$ cat src/design/v4alu_pkg.sv
// Package for the four-lane Q16.16 vector unit: widths, opcodes, item and pipeline types.
// Also holds the shared saturation function.
// No dependencies; every module of the block imports it.
package v4alu_pkg;

  localparam int WORD_BITS = 32;
  localparam int FRAC_BITS = 16;
  localparam int LANES     = 4;

  localparam int PROD_W    = 2 * WORD_BITS;            // exact lane product magnitude
  localparam int SUM_W     = PROD_W + 2;               // signed sum of four products
  localparam int MAG_W     = SUM_W - 1 - FRAC_BITS;    // magnitude width into saturation
  localparam int ROOT_W    = PROD_W / 2 + 1;           // floor root of the sum
  localparam int RAD_W     = 2 * ROOT_W;
  localparam int REM_W     = ROOT_W + 3;
  localparam int SQ_STAGES = ROOT_W;                   // one root bit per stage
  localparam int QUO_W     = WORD_BITS + FRAC_BITS;    // scaled quotient width
  localparam int DIV_STAGES = QUO_W;                   // one quotient bit per stage
  localparam int DEN_W     = ROOT_W;
  localparam int PIPE_DEPTH = 3 + SQ_STAGES + DIV_STAGES;

  localparam logic [WORD_BITS-1:0] WORD_MAX = {1'b0, {(WORD_BITS-1){1'b1}}};
  localparam logic [WORD_BITS-1:0] WORD_MIN = {1'b1, {(WORD_BITS-1){1'b0}}};
  localparam logic [MAG_W-1:0]     HALF_MAG = {{(MAG_W-WORD_BITS){1'b0}}, WORD_MIN};

  typedef enum logic [3:0] {
    OP_ADD   = 4'd0,
    OP_SUB   = 4'd1,
    OP_MUL   = 4'd2,
    OP_DIV   = 4'd3,
    OP_SADD  = 4'd4,
    OP_SSUB  = 4'd5,
    OP_SMUL  = 4'd6,
    OP_SDIV  = 4'd7,
    OP_VEQ   = 4'd8,
    OP_SEQ   = 4'd9,
    OP_DOT   = 4'd10,
    OP_MAGSQ = 4'd11,
    OP_MAG   = 4'd12,
    OP_NORM  = 4'd13,
    OP_NEG   = 4'd14
  } op_e;

  typedef struct packed {
    logic [3:0]                  opcode;
    logic signed [WORD_BITS-1:0] a_x;
    logic signed [WORD_BITS-1:0] a_y;
    logic signed [WORD_BITS-1:0] a_z;
    logic signed [WORD_BITS-1:0] a_w;
    logic signed [WORD_BITS-1:0] b_x;
    logic signed [WORD_BITS-1:0] b_y;
    logic signed [WORD_BITS-1:0] b_z;
    logic signed [WORD_BITS-1:0] b_w;
    logic signed [WORD_BITS-1:0] scalar_in;
  } in_item_t;

  typedef struct packed {
    logic signed [WORD_BITS-1:0] r_x;
    logic signed [WORD_BITS-1:0] r_y;
    logic signed [WORD_BITS-1:0] r_z;
    logic signed [WORD_BITS-1:0] r_w;
    logic signed [WORD_BITS-1:0] scalar_out;
    logic                        equal_flag;
    logic                        div_zero;
    logic                        overflow;
  } out_item_t;

  typedef struct packed {
    logic [WORD_BITS-1:0] w;
    logic                 ov;
  } sat_t;

  // Operand magnitudes and signs that the divide stage needs later.
  typedef struct packed {
    logic [WORD_BITS-1:0] amag;
    logic                 aneg;
    logic [WORD_BITS-1:0] ymag;
    logic                 yneg;
    logic                 yzero;
  } opnd_t;

  typedef struct packed {
    logic [WORD_BITS-1:0] w;
    logic                 ov;
    logic                 eq;
    logic [PROD_W-1:0]    prod;
    logic                 pneg;
    opnd_t                opnd;
  } lane_t;

  typedef struct packed {
    logic [LANES-1:0][WORD_BITS-1:0] r;
    logic [WORD_BITS-1:0]            so;
    logic                            eq;
    logic                            dz;
    logic                            ov;
    logic [LANES-1:0]                run;
    logic [LANES-1:0]                qneg;
  } res_t;

  typedef struct packed {
    op_e                    op;
    logic                   nz;
    res_t                   res;
    opnd_t [LANES-1:0]      opnd;
  } ctx_t;

  // Clamp a magnitude with sign to the signed word range.
  function automatic sat_t sat_mag(input logic [MAG_W-1:0] mag, input logic neg);
    logic [MAG_W-1:0]     lim;
    logic [WORD_BITS-1:0] m;
    sat_t                 r;
    lim  = neg ? HALF_MAG : HALF_MAG - 1'b1;
    r.ov = mag > lim;
    m    = r.ov ? lim[WORD_BITS-1:0] : mag[WORD_BITS-1:0];
    r.w  = neg ? (~m + 1'b1) : m;
    return r;
  endfunction

endpackage

$ cat src/design/v4alu_lane.sv
// One vector lane: operand decode, saturating add/sub/negate, equality and exact product.
// Depends on v4alu_pkg.
module v4alu_lane import v4alu_pkg::*; (
  input  logic                 clk_i,
  input  logic                 adv_i,
  input  op_e                  op_i,
  input  logic [WORD_BITS-1:0] a_i,
  input  logic [WORD_BITS-1:0] y_i,
  output lane_t                lane_o
);

  logic                 a_neg, y_neg, is_sub, sum_ov, neg_ov;
  logic [WORD_BITS-1:0] a_mag, y_mag, sum_w, neg_w;
  logic [WORD_BITS+1:0] a_ext, y_ext, sum;
  lane_t                lane_d, lane_q;

  always_comb begin
    a_neg  = a_i[WORD_BITS-1];
    y_neg  = y_i[WORD_BITS-1];
    a_mag  = a_neg ? (~a_i + 1'b1) : a_i;
    y_mag  = y_neg ? (~y_i + 1'b1) : y_i;
    a_ext  = {{2{a_neg}}, a_i};
    y_ext  = {{2{y_neg}}, y_i};
    is_sub = (op_i == OP_SUB) || (op_i == OP_SSUB);
    sum    = is_sub ? a_ext - y_ext : a_ext + y_ext;
    // out of range when the top three bits disagree
    sum_ov = (|sum[WORD_BITS+1:WORD_BITS-1]) && !(&sum[WORD_BITS+1:WORD_BITS-1]);
    sum_w  = sum_ov ? (sum[WORD_BITS+1] ? WORD_MIN : WORD_MAX) : sum[WORD_BITS-1:0];
    neg_ov = a_i == WORD_MIN;
    neg_w  = neg_ov ? WORD_MAX : (~a_i + 1'b1);

    lane_d.w  = '0;
    lane_d.ov = 1'b0;
    case (op_i)
      OP_ADD, OP_SUB, OP_SADD, OP_SSUB: begin
        lane_d.w  = sum_w;
        lane_d.ov = sum_ov;
      end
      OP_NEG: begin
        lane_d.w  = neg_w;
        lane_d.ov = neg_ov;
      end
      default: begin
        lane_d.w  = '0;
        lane_d.ov = 1'b0;
      end
    endcase
    lane_d.eq         = a_i == y_i;
    lane_d.prod       = a_mag * y_mag;
    lane_d.pneg       = a_neg ^ y_neg;
    lane_d.opnd.amag  = a_mag;
    lane_d.opnd.aneg  = a_neg;
    lane_d.opnd.ymag  = y_mag;
    lane_d.opnd.yneg  = y_neg;
    lane_d.opnd.yzero = y_i == '0;
  end

  always_ff @(posedge clk_i) begin
    if (adv_i) begin
      lane_q <= lane_d;
    end
  end

  assign lane_o = lane_q;

endmodule

$ cat config.mk
export PLATFORM = sky130hd
export DESIGN_NAME = v4alu_lane
export DESIGN_NICKNAME = d
export VERILOG_FILES = /design/src/design/v4alu_pkg.sv /design/src/design/v4alu_lane.sv
export SDC_FILE = /design/constraint.sdc
export NUM_CORES = 2
export LEC_CHECK = 0
export BUFFER_PORTS_ARGS = -buffer_cell sky130_fd_sc_hd__buf_4
export CORE_AREA = 4 4 329 299
export CTS_BUF_LIST = sky130_fd_sc_hd__clkbuf_16
export CTS_CLUSTER_SIZE = 28
export DETAILED_ROUTE_END_ITERATION = 10
export DIE_AREA = 0 0 333 303
export SYNTH_ARGS = -nofsm -noshare
export SYNTH_HDL_FRONTEND = slang
export SYNTH_SLANG_ARGS = --single-unit
$ cat constraint.sdc
create_clock -name clk_i -period 9.5 [get_ports clk_i]
set_input_delay 0.475 -clock clk_i [delete_from_list [all_inputs] [get_ports clk_i]]
set_output_delay 0.475 -clock clk_i [all_outputs]
set_load 0.05 [all_outputs]
==> results.py <==
metrics = {
    "critical_path": {
        "worst-endpoint-required_ps": 9780,
        "critPathSlowestCell": "fa_1",
        "cpMostUsedCell": "fa_1",
        "endpoint_kind": "flip-flop",
        "start_kind": "input pin",
        "slowest_delay_ps": 520,
        "cp.arrival_ps": 10120,
        "crit_type": "input pin to flip-flop",
        "cp_max_fo": 5,
    },
    "grt": {
        "grt_max_degree": 68,
        "grt_pass1_wl_um": 235100,
        "grt_pass1_vias": 38032,
        "use_met1": 0.4220,
        "busiest_layer": "met2",
        "gr-usage-met3": 0.07939,
        "use_met2": 0.4921,
        "grtUsageTotal": 0.3122,
        "antenna_found_initial": 4,
        "gr-total-overflow": 0,
    },
    "timing": {
        "setup_viol": 12,
        "period_share": 1.035,
        "worst_pin_slew_ps": 929.3,
        "rsz0062_at_grt": "true",
        "layout_min_cycle_time_ps": 9835,
        "slew_headroom": 0.3774,
        "setup_slack_ps": -335.0,
        "finalHoldViolations": 0,
        "fmax_ghz": 0.1017,
        "maxSlewViolCount": 0,
        "hold_ws_ps": 265.0,
    },
    "logic_synthesis": {
        "synth_top_area_share": 0.4242,
        "ys_seq_area_frac": 0.1176,
        "netlist_top_cells_area": "fa_1 (42%), edfxtp_1 (12%), ha_1 (9.7%)",
        "post-synth-top-count-cell": "inv_1",
        "synth_area_per_cell_um2": 8.943,
        "synth_cells": 4739,
        "synth_nets": 6037,
        "synthSimpleGateAreaFrac": 0.1464,
        "ys_seq_elements": 166,
        "synth_flop_cell": "edfxtp_1",
        "ys_warn_count": 0,
        "synth_fa_ha_area_frac": 0.5216,
        "synth-compound-area-share": 0.06769,
        "synth_xor_area_frac": 0.03714,
        "synth_edf_count": 166,
        "yosys-top-cells-count": "inv_1 (978), fa_1 (898), nor2_1 (657)",
        "synthArstFlopShare": 0,
        "synth_top_area_cell": "fa_1",
        "synthMuxAreaShare": 0.0004723,
        "synth_top_family_by_area": "adder cells",
        "yosysUniqueCellTypes": 74,
        "synth_area_mm2": 0.04238,
    },
    "cells_and_area": {
        "nets": 6752,
        "multi_input_area_mm2": 0.03358,
        "largest_reg_flops": 166,
        "regArea_mm2": 0.004985,
        "area_growth_pct": 23.08,
        "drive_gt1_frac": 0.2030,
        "fillers": 8668,
    },
    "detailed_routing": {
        "drt_pass1_iterations": 6,
        "drc_errors": 0,
        "drtIter0Drc": 3202,
        "wl_per_cell_um": 22.96,
        "vias": 36104,
        "ant_nets": 0,
        "wirelength_um": 154300,
        "vias_per_cell": 5.372,
    },
    "floorplanning": {
        "rows": 107,
        "die_w_um": 333,
        "start_util": 0.4484,
        "die_h_um": 303,
        "core-area_mm2": 0.09452,
        "dieArea_mm2": 0.1009,
        "io_pins": 236,
    },
    "run_status": {
        "outcome": "finished with violations",
        "failed_checks": "setup timing",
    },
    "cts": {
        "cts_sinks": 166,
        "cts_buffers": 17,
        "clockBufferDepth": 2,
        "htree_levels": 4,
        "clkTransAtPathRegs_ps": 80,
        "cts_hold_buf": 0,
        "root_buffer": "clkbuf_16",
        "cts_tree": "yes",
    },
    "place": {
        "dpl.hpwl_um": 133000,
        "dp_slack_ps": -1036,
        "routabilityCongestion": 1.010,
        "io_buffers": 235,
    },
    "run": {
        "cap_violations": 0,
    },
    "worst_hold_path": {
        "hold_path_class": "input pin to flip-flop",
    },
}
kinds of logic after synthesis:
logic type,count (synthesis)
compound gates,453
xor+xnor,175
fa+ha+maj,1228
buf+inv,1226
flops,166
mux,2
simple gates,1489
through the flow:
step | instances | TNS [ps] | util | instance area, um2
floorplan | 4739 | -1937 | - | 42520
global placement | 6669 | -21660 | 0.5391 | 50950
detailed placement | 6669 | -24790 | 0.5391 | 50950
CTS | 6712 | -2498 | 0.5480 | 51790
global route | 6720 | -7474 | 0.5519 | 52160
finish | 6721 | -2305 | 0.5519 | 52170
critical path: cells and delay by family:
kind | cells | cell delay, ps
and+or+nand+nor | 15 | 3360
adders and majority gates | 9 | 4240
buffers and inverters | 8 | 730
xor gates and xnor gates | 2 | 440
AOI/OAI and AO/OA | 5 | 890
worst paths after layout:
check | startpoint | end | slack [ps] | cells past startpoint
max | a_i[2] | lane_o[130] | -330 | 39
min | op_i[3] | lane_o[164] | 260 | 2
layer usage:
metal / vias up / wire, um / share of wire
li1: 15838 / - / -
met1: 18326 / 63670 / 0.41
met2: 1647 / 69420 / 0.45
met3: 293 / 15300 / 0.099
met4: 0 / 5930 / 0.038
met5: - / 0 / 0
layout make-up:
class	count	share of cell area
antenna	1	0.00004797
clock inverter	15	0.002039
tap	1253	0.03005
inverter	993	0.07193
timing repair buffer	929	0.1484
multi-input combinational	3347	0.6438
clock buffer	17	0.008155
sequential	166	0.09556
cells in the final DEF (no fill, tap or decap), drive strengths merged, types with 18 or more instances in the layout:
cell,Yosys,routed
a21o,34,34
a21oi,136,136
and2,40,40
and3,20,20
buf,21,928
clkbuf,212,18
edfxtp,166,166
fa,898,898
ha,330,330
inv,981,982
nand2,584,584
nand2b,23,23
nand3,25,25
nand4,21,21
nor2,658,658
nor2b,20,20
nor3,40,40
o21ai,93,93
o22ai,31,31
o31ai,20,20
xnor2,123,123
xor2,52,52
timing repair:
| action | in CTS | in global routing |
|---|---|---|
| pin swaps | 24 | 39 |
| resized for setup | 54 | 77 |
| endpoints found under the setup margin | 26 | 36 |
| buffers inserted | 11 | 11 |
| endpoints found under the hold margin | 0 | 0 |
Power is not shown: default switching activity piles up to over one toggle a cycle in this logic, so the estimate is an artifact.
