`src/design/v4alu_pkg.sv`:
```
// Package for the four-lane Q16.16 vector unit: widths, opcodes, item and pipeline types.
// Also holds the shared saturation function.
// No dependencies; every module of the block imports it.
package v4alu_pkg;

  localparam int WORD_BITS = 32;
  localparam int FRAC_BITS = 16;
  localparam int LANES     = 4;

  localparam int PROD_W    = 2 * WORD_BITS;            // exact lane product magnitude
  localparam int SUM_W     = PROD_W + 2;               // signed sum of four products
  localparam int MAG_W     = SUM_W - 1 - FRAC_BITS;    // magnitude width into saturation
  localparam int ROOT_W    = PROD_W / 2 + 1;           // floor root of the sum
  localparam int RAD_W     = 2 * ROOT_W;
  localparam int REM_W     = ROOT_W + 3;
  localparam int SQ_STAGES = ROOT_W;                   // one root bit per stage
  localparam int QUO_W     = WORD_BITS + FRAC_BITS;    // scaled quotient width
  localparam int DIV_STAGES = QUO_W;                   // one quotient bit per stage
  localparam int DEN_W     = ROOT_W;
  localparam int PIPE_DEPTH = 3 + SQ_STAGES + DIV_STAGES;

  localparam logic [WORD_BITS-1:0] WORD_MAX = {1'b0, {(WORD_BITS-1){1'b1}}};
  localparam logic [WORD_BITS-1:0] WORD_MIN = {1'b1, {(WORD_BITS-1){1'b0}}};
  localparam logic [MAG_W-1:0]     HALF_MAG = {{(MAG_W-WORD_BITS){1'b0}}, WORD_MIN};

  typedef enum logic [3:0] {
    OP_ADD   = 4'd0,
    OP_SUB   = 4'd1,
    OP_MUL   = 4'd2,
    OP_DIV   = 4'd3,
    OP_SADD  = 4'd4,
    OP_SSUB  = 4'd5,
    OP_SMUL  = 4'd6,
    OP_SDIV  = 4'd7,
    OP_VEQ   = 4'd8,
    OP_SEQ   = 4'd9,
    OP_DOT   = 4'd10,
    OP_MAGSQ = 4'd11,
    OP_MAG   = 4'd12,
    OP_NORM  = 4'd13,
    OP_NEG   = 4'd14
  } op_e;

  typedef struct packed {
    logic [3:0]                  opcode;
    logic signed [WORD_BITS-1:0] a_x;
    logic signed [WORD_BITS-1:0] a_y;
    logic signed [WORD_BITS-1:0] a_z;
    logic signed [WORD_BITS-1:0] a_w;
    logic signed [WORD_BITS-1:0] b_x;
    logic signed [WORD_BITS-1:0] b_y;
    logic signed [WORD_BITS-1:0] b_z;
    logic signed [WORD_BITS-1:0] b_w;
    logic signed [WORD_BITS-1:0] scalar_in;
  } in_item_t;

  typedef struct packed {
    logic signed [WORD_BITS-1:0] r_x;
    logic signed [WORD_BITS-1:0] r_y;
    logic signed [WORD_BITS-1:0] r_z;
    logic signed [WORD_BITS-1:0] r_w;
    logic signed [WORD_BITS-1:0] scalar_out;
    logic                        equal_flag;
    logic                        div_zero;
    logic                        overflow;
  } out_item_t;

  typedef struct packed {
    logic [WORD_BITS-1:0] w;
    logic                 ov;
  } sat_t;

  // Operand magnitudes and signs that the divide stage needs later.
  typedef struct packed {
    logic [WORD_BITS-1:0] amag;
    logic                 aneg;
    logic [WORD_BITS-1:0] ymag;
    logic                 yneg;
    logic                 yzero;
  } opnd_t;

  typedef struct packed {
    logic [WORD_BITS-1:0] w;
    logic                 ov;
    logic                 eq;
    logic [PROD_W-1:0]    prod;
    logic                 pneg;
    opnd_t                opnd;
  } lane_t;

  typedef struct packed {
    logic [LANES-1:0][WORD_BITS-1:0] r;
    logic [WORD_BITS-1:0]            so;
    logic                            eq;
    logic                            dz;
    logic                            ov;
    logic [LANES-1:0]                run;
    logic [LANES-1:0]                qneg;
  } res_t;

  typedef struct packed {
    op_e                    op;
    logic                   nz;
    res_t                   res;
    opnd_t [LANES-1:0]      opnd;
  } ctx_t;

  // Clamp a magnitude with sign to the signed word range.
  function automatic sat_t sat_mag(input logic [MAG_W-1:0] mag, input logic neg);
    logic [MAG_W-1:0]     lim;
    logic [WORD_BITS-1:0] m;
    sat_t                 r;
    lim  = neg ? HALF_MAG : HALF_MAG - 1'b1;
    r.ov = mag > lim;
    m    = r.ov ? lim[WORD_BITS-1:0] : mag[WORD_BITS-1:0];
    r.w  = neg ? (~m + 1'b1) : m;
    return r;
  endfunction

endpackage

```
`src/design/v4alu_merge.sv`:
```
// Merge stage: sums the four lane products, saturates lane products and the dot sum,
// and builds the per-item context. Two register stages. Depends on v4alu_pkg.
module v4alu_merge import v4alu_pkg::*; (
  input  logic                clk_i,
  input  logic                adv_i,
  input  op_e                 op_i,
  input  lane_t [LANES-1:0]   lanes_i,
  output ctx_t                ctx_o,
  output logic [RAD_W-1:0]    rad_o
);

  logic [PROD_W:0]           ps [LANES];
  logic [SUM_W-1:0]          s01_d, s23_d, s01_q, s23_q;
  sat_t [LANES-1:0]          msat_d, msat_q;
  lane_t [LANES-1:0]         lanes_q;
  op_e                       op_q;

  logic [SUM_W-1:0]          acc, acc_abs;
  logic                      acc_neg;
  logic [SUM_W-2:0]          acc_mag;
  sat_t                      dsat;
  ctx_t                      ctx_d, ctx_q;
  logic [RAD_W-1:0]          rad_q;

  always_comb begin
    for (int i = 0; i < LANES; i++) begin
      ps[i] = lanes_i[i].pneg ? (~{1'b0, lanes_i[i].prod} + 1'b1) : {1'b0, lanes_i[i].prod};
      msat_d[i] = sat_mag(MAG_W'(lanes_i[i].prod[PROD_W-1:FRAC_BITS]), lanes_i[i].pneg);
    end
    s01_d = {ps[0][PROD_W], ps[0]} + {ps[1][PROD_W], ps[1]};
    s23_d = {ps[2][PROD_W], ps[2]} + {ps[3][PROD_W], ps[3]};
  end

  always_ff @(posedge clk_i) begin
    if (adv_i) begin
      s01_q   <= s01_d;
      s23_q   <= s23_d;
      msat_q  <= msat_d;
      lanes_q <= lanes_i;
      op_q    <= op_i;
    end
  end

  always_comb begin
    acc     = s01_q + s23_q;
    acc_neg = acc[SUM_W-1];
    acc_abs = acc_neg ? (~acc + 1'b1) : acc;
    acc_mag = acc_abs[SUM_W-2:0];
    dsat    = sat_mag(acc_mag[SUM_W-2:FRAC_BITS], acc_neg);

    ctx_d     = '0;
    ctx_d.op  = op_q;
    for (int i = 0; i < LANES; i++) begin
      ctx_d.opnd[i] = lanes_q[i].opnd;
      ctx_d.nz      = ctx_d.nz | (lanes_q[i].opnd.amag != '0);
    end
    case (op_q)
      OP_ADD, OP_SUB, OP_SADD, OP_SSUB, OP_NEG: begin
        for (int i = 0; i < LANES; i++) begin
          ctx_d.res.r[i] = lanes_q[i].w;
          ctx_d.res.ov   = ctx_d.res.ov | lanes_q[i].ov;
        end
      end
      OP_MUL, OP_SMUL: begin
        for (int i = 0; i < LANES; i++) begin
          ctx_d.res.r[i] = msat_q[i].w;
          ctx_d.res.ov   = ctx_d.res.ov | msat_q[i].ov;
        end
      end
      OP_VEQ, OP_SEQ: begin
        ctx_d.res.eq = 1'b1;
        for (int i = 0; i < LANES; i++) begin
          ctx_d.res.eq = ctx_d.res.eq & lanes_q[i].eq;
        end
      end
      OP_DOT, OP_MAGSQ: begin
        ctx_d.res.so = dsat.w;
        ctx_d.res.ov = dsat.ov;
      end
      default: begin
        ctx_d.res.ov = 1'b0;
      end
    endcase
  end

  always_ff @(posedge clk_i) begin
    if (adv_i) begin
      ctx_q <= ctx_d;
      rad_q <= {1'b0, acc_mag};
    end
  end

  assign ctx_o = ctx_q;
  assign rad_o = rad_q;

endmodule

```
`config.mk`:
```
export PLATFORM = sky130hd
export DESIGN_NAME = v4alu_merge
export DESIGN_NICKNAME = d
export VERILOG_FILES = /design/src/design/v4alu_pkg.sv /design/src/design/v4alu_merge.sv
export SDC_FILE = /design/constraint.sdc
export NUM_CORES = 2
export LEC_CHECK = 0
export BUFFER_PORTS_ARGS = -buffer_cell sky130_fd_sc_hd__buf_2
export CAP_MARGIN = 10
export CELL_PAD_IN_SITES_DETAIL_PLACEMENT = 0
export CELL_PAD_IN_SITES_GLOBAL_PLACEMENT = 1
export CORE_UTILIZATION = 25
export CTS_CLUSTER_DIAMETER = 100
export CTS_CLUSTER_SIZE = 10
export DETAILED_ROUTE_END_ITERATION = 10
export GPL_TIMING_DRIVEN = 0
export PLACE_DENSITY = 0.54
export SLEW_MARGIN = 10
export SYNTH_ARGS = -nofsm -noshare
export SYNTH_HDL_FRONTEND = slang
export SYNTH_SLANG_ARGS = --single-unit
```
`constraint.sdc`:
```
create_clock -name clk_i -period 12.6 [get_ports clk_i]
set_input_delay 2.52 -clock clk_i [delete_from_list [all_inputs] [get_ports clk_i]]
set_output_delay 2.52 -clock clk_i [all_outputs]
set_load 0.005 [all_outputs]
```
==> out/qor.txt <==
Slew Limit Fails: 0
Routing usage on met2: 38.6%
Final hold viol count: 0
Fin Setup TNS: 0 ns
RSZ-0062 raised after global routing: false
Area contributors post-synth: edfxtp_1 (54%), ha_1 (7.0%), xnor2_1 (5.4%)
Setup violators final: 0
Relative slew margins: 9.78%
Yosys warning total: 0
Worst R2R End: ctx_o[309]$_SDFFCE_PN0P_
Prevailing post-synth register cell: edfxtp_1
Clock skew: 0.0466 ns
Post-cts resize count: 0
Port Buffers: 1,167
H-tree depth: 4
Share of layout cells above drive strength 1: 20.7%
Number of global-route vias before repair: 51,700
Reg-to-reg slack, setup: 0.76 ns
Final GP Congestion: 0.886
Final HPWL DP: 240,000 um
Async SR Flop Fraction: 0%
Routed Antenna Nets: 0
CP max stage delay: 0.67 ns
Fin nets: 8,057
Initial antenna violation count: 131
GR Layer Usage met3: 4.77%
Cts bufs inserted: 143
Reg2reg path depth: 38
Run status: finished, final reports clean
Worst ir drop on vdd: 0.000138 V
Die area: 261,000 sq um
Largest net degree at the start of global routing: 143
Synth cell types: 99
Worst Hold Path EP: ctx_o[19]$_DFFE_PP_
Clk pwr share: 25.0%
Startpoint Class: flip-flop
Synth Instances: 5,689
Combinational share of power: 40.9%
CTS tree: done
Layer with the highest usage: met2
Initial core utilization: 25.2%
DRT iter0 DRCs: 4,358
P_leak: 0.0300 uW
Final WS setup: 0.761 ns
Hold Path Stages: 0
Vias/cell: 5.06
Die H: 511 um
Placed cell areas: 75,200 sq um
Post-Synthesis Cell Area: 64,800 sq um
Pint: 9150 uW
Cts hold-fix bufs: 0
Post-route DRC: 0
Io pins: 1,180
Hold crit path type: reg2reg
Slowest-stage cell, CP: edfxtp_1
Routed WL per cell: 27.8 um
CP required: 13.16 ns
DR pass1 iterations: 6
Worst-path fanout max: 10
Max Root-Sink Buffers: 3
Crit path DAT: 12.39 ns
Worst r2r src: s23_q[0]$_DFFE_PP_
Routed vias: 53,000
Synth top area share: 54.3%
Clk root buf: clkbuf_16
Leading area contributor after synthesis: edfxtp_1
Cell area power density: 194 nW/um^2
Worst-Margin Slew: 1.35 ns
Overall die width: 511 um
Place WS: 0.175 ns
Setup CP Type: reg2reg
Number of synthesized register bits: 1,172
Synth Area per Inst: 11.4 sq um
Crit share post-route: 94.0%
Grt ovf: 0
Switching share of power: 40.5%
Number of max-cap violations: 0
Postcts setup bufs: 0
Min cycle time layout: 11.84 ns
Core Region: 257,000 sq um
P&R area growth vs syn: 22.8%
GRT Total Usage: 21.5%
Register area share after synthesis: 54.3%
EDFF count, synth: 1,172
Worst Min Path Start: ctx_d[19]$_DFFE_PP_
Power after layout: 15,400 uW
Fmax achieved: 0.0845 GHz
Switching pwr: 6240 uW
Sequential power share: 34.1%
CP Capture Type: flip-flop
Cell Rows: 186
First-pass GRT wire length: 400,000 um
Met1 Use GR: 25.2%
Clk_lat worst skew: 0.83 ns
Final instance area: 79,500 sq um
Clock sink count: 1,172
Final WL: 291,000 um
Clock slew at reported path FFs: 0.06 ns
## logic make-up after synthesis
family	share of synthesized area (%)
AOI/OAI and AO/OA	16.6
and+or+nand+nor	12.6
adders and majority gates	7.09
DFF	54.3
buffers and inverters	2.52
other	0.00579
xor gates and xnor gates	6.49
muxes	0.313
## power by group through the flow
stage                     Clock, uW  Combinational, uW  Sequential, uW
after floorplan                   0               3710            5200
after global placement            0               6260            5500
after detailed placement          0               6310            5350
after CTS                      3980               6340            5270
after global routing           4110               6870            5290
final                          3850               6300            5250
## placed cells by master, fill, tap and decap left out, types with 96 or more instances in the layout
master     netlist  routed
nand3_1         96      96
nor2_1         403     403
nand4_1        102     102
clkbuf_1       221     222
clkbuf_16        0     144
ha_1           362     362
a21oi_1        358     357
nand2_1        358     358
a22o_1         134     134
a21o_1         148     148
edfxtp_1      1172    1172
xnor2_1        399     398
o21ai_0        379     379
buf_2           12    1179
or3_1          103     103
nor3_1         162     161
inv_1          149     149
## per-stage QoR
stage | hold WS, ns | utilization, % | instances
final | 0.379 | 30.9 | 10500
after global routing | 0.391 | 30.9 | 10500
after CTS | 0.382 | 30.9 | 10400
after detailed placement | 0.405 | 29.2 | 10300
after global placement | 0.401 | 29.1 | 10200
after floorplan | 0.400 | - | 5698
## cell usage after synthesis (96+ instances only)
cell,count
nand4_1,102
o21ai_0,379
nor3_1,162
inv_1,149
a22o_1,134
nand3_1,96
a21o_1,148
xnor2_1,399
clkbuf_1,221
nand2_1,358
edfxtp_1,1172
a21oi_1,358
ha_1,362
nor2_1,403
or3_1,103
## metal layers
| metal | routed length (um) | vias up | share of wire (%) |
|---|---|---|---|
| li1 | - | 24500 | - |
| met1 | 115000 | 26000 | 40 |
| met2 | 148000 | 1954 | 51 |
| met3 | 18300 | 467 | 6.3 |
| met4 | 9210 | 64 | 3.2 |
| met5 | 422 | - | 0.14 |
## cell type report
type	instances	area [sq um]
tap	3384	4230
antenna	35	87.6
clock inverter	32	561
inverter	149	559
timing repair buffer	1179	6130
sequential	1172	35200
buffer	265	1080
fill	26700	178000
multi-input combinational	4112	28000
clock buffer	146	3610
## sequential cells by signal, indices dropped and copies added (netlist names)
signal	flops
ctx_o	435
ctx_d	268
lanes_q	136
msat_q	132
s01_q	66
s23_q	66
rad_o	65
op_q	4
## worst max-delay path: cells and delay by family (launching register included)
kind | cells | cell delay [ns]
AOI/OAI and AO/OA | 14 | 3.73
DFF | 1 | 0.67
buffers and inverters | 5 | 1.01
muxes | 1 | 0.35
adders and majority gates | 4 | 1.33
xor gates and xnor gates | 2 | 0.77
and+or+nand+nor | 12 | 3.69
## worst max-delay path by stage
stage,start,slack [ns],end,depth (start not counted)
final,s23_q[0]$_DFFE_PP_,0.76,ctx_o[309]$_SDFFCE_PN0P_,38
after global routing,s23_q[0]$_DFFE_PP_,0.05,ctx_o[309]$_SDFFCE_PN0P_,38
after CTS,s23_q[38]$_DFFE_PP_,0.08,ctx_o[309]$_SDFFCE_PN0P_,38
after detailed placement,s01_q[34]$_DFFE_PP_,0.17,ctx_o[309]$_SDFFCE_PN0P_,38
after global placement,adv_i,-10.79,msat_q[84]$_DFFE_PP_,1
after floorplan,s01_q[44]$_DFFE_PP_,2.88,ctx_o[303]$_SDFFCE_PN0P_,39
Power figures use the tool's default switching activity.
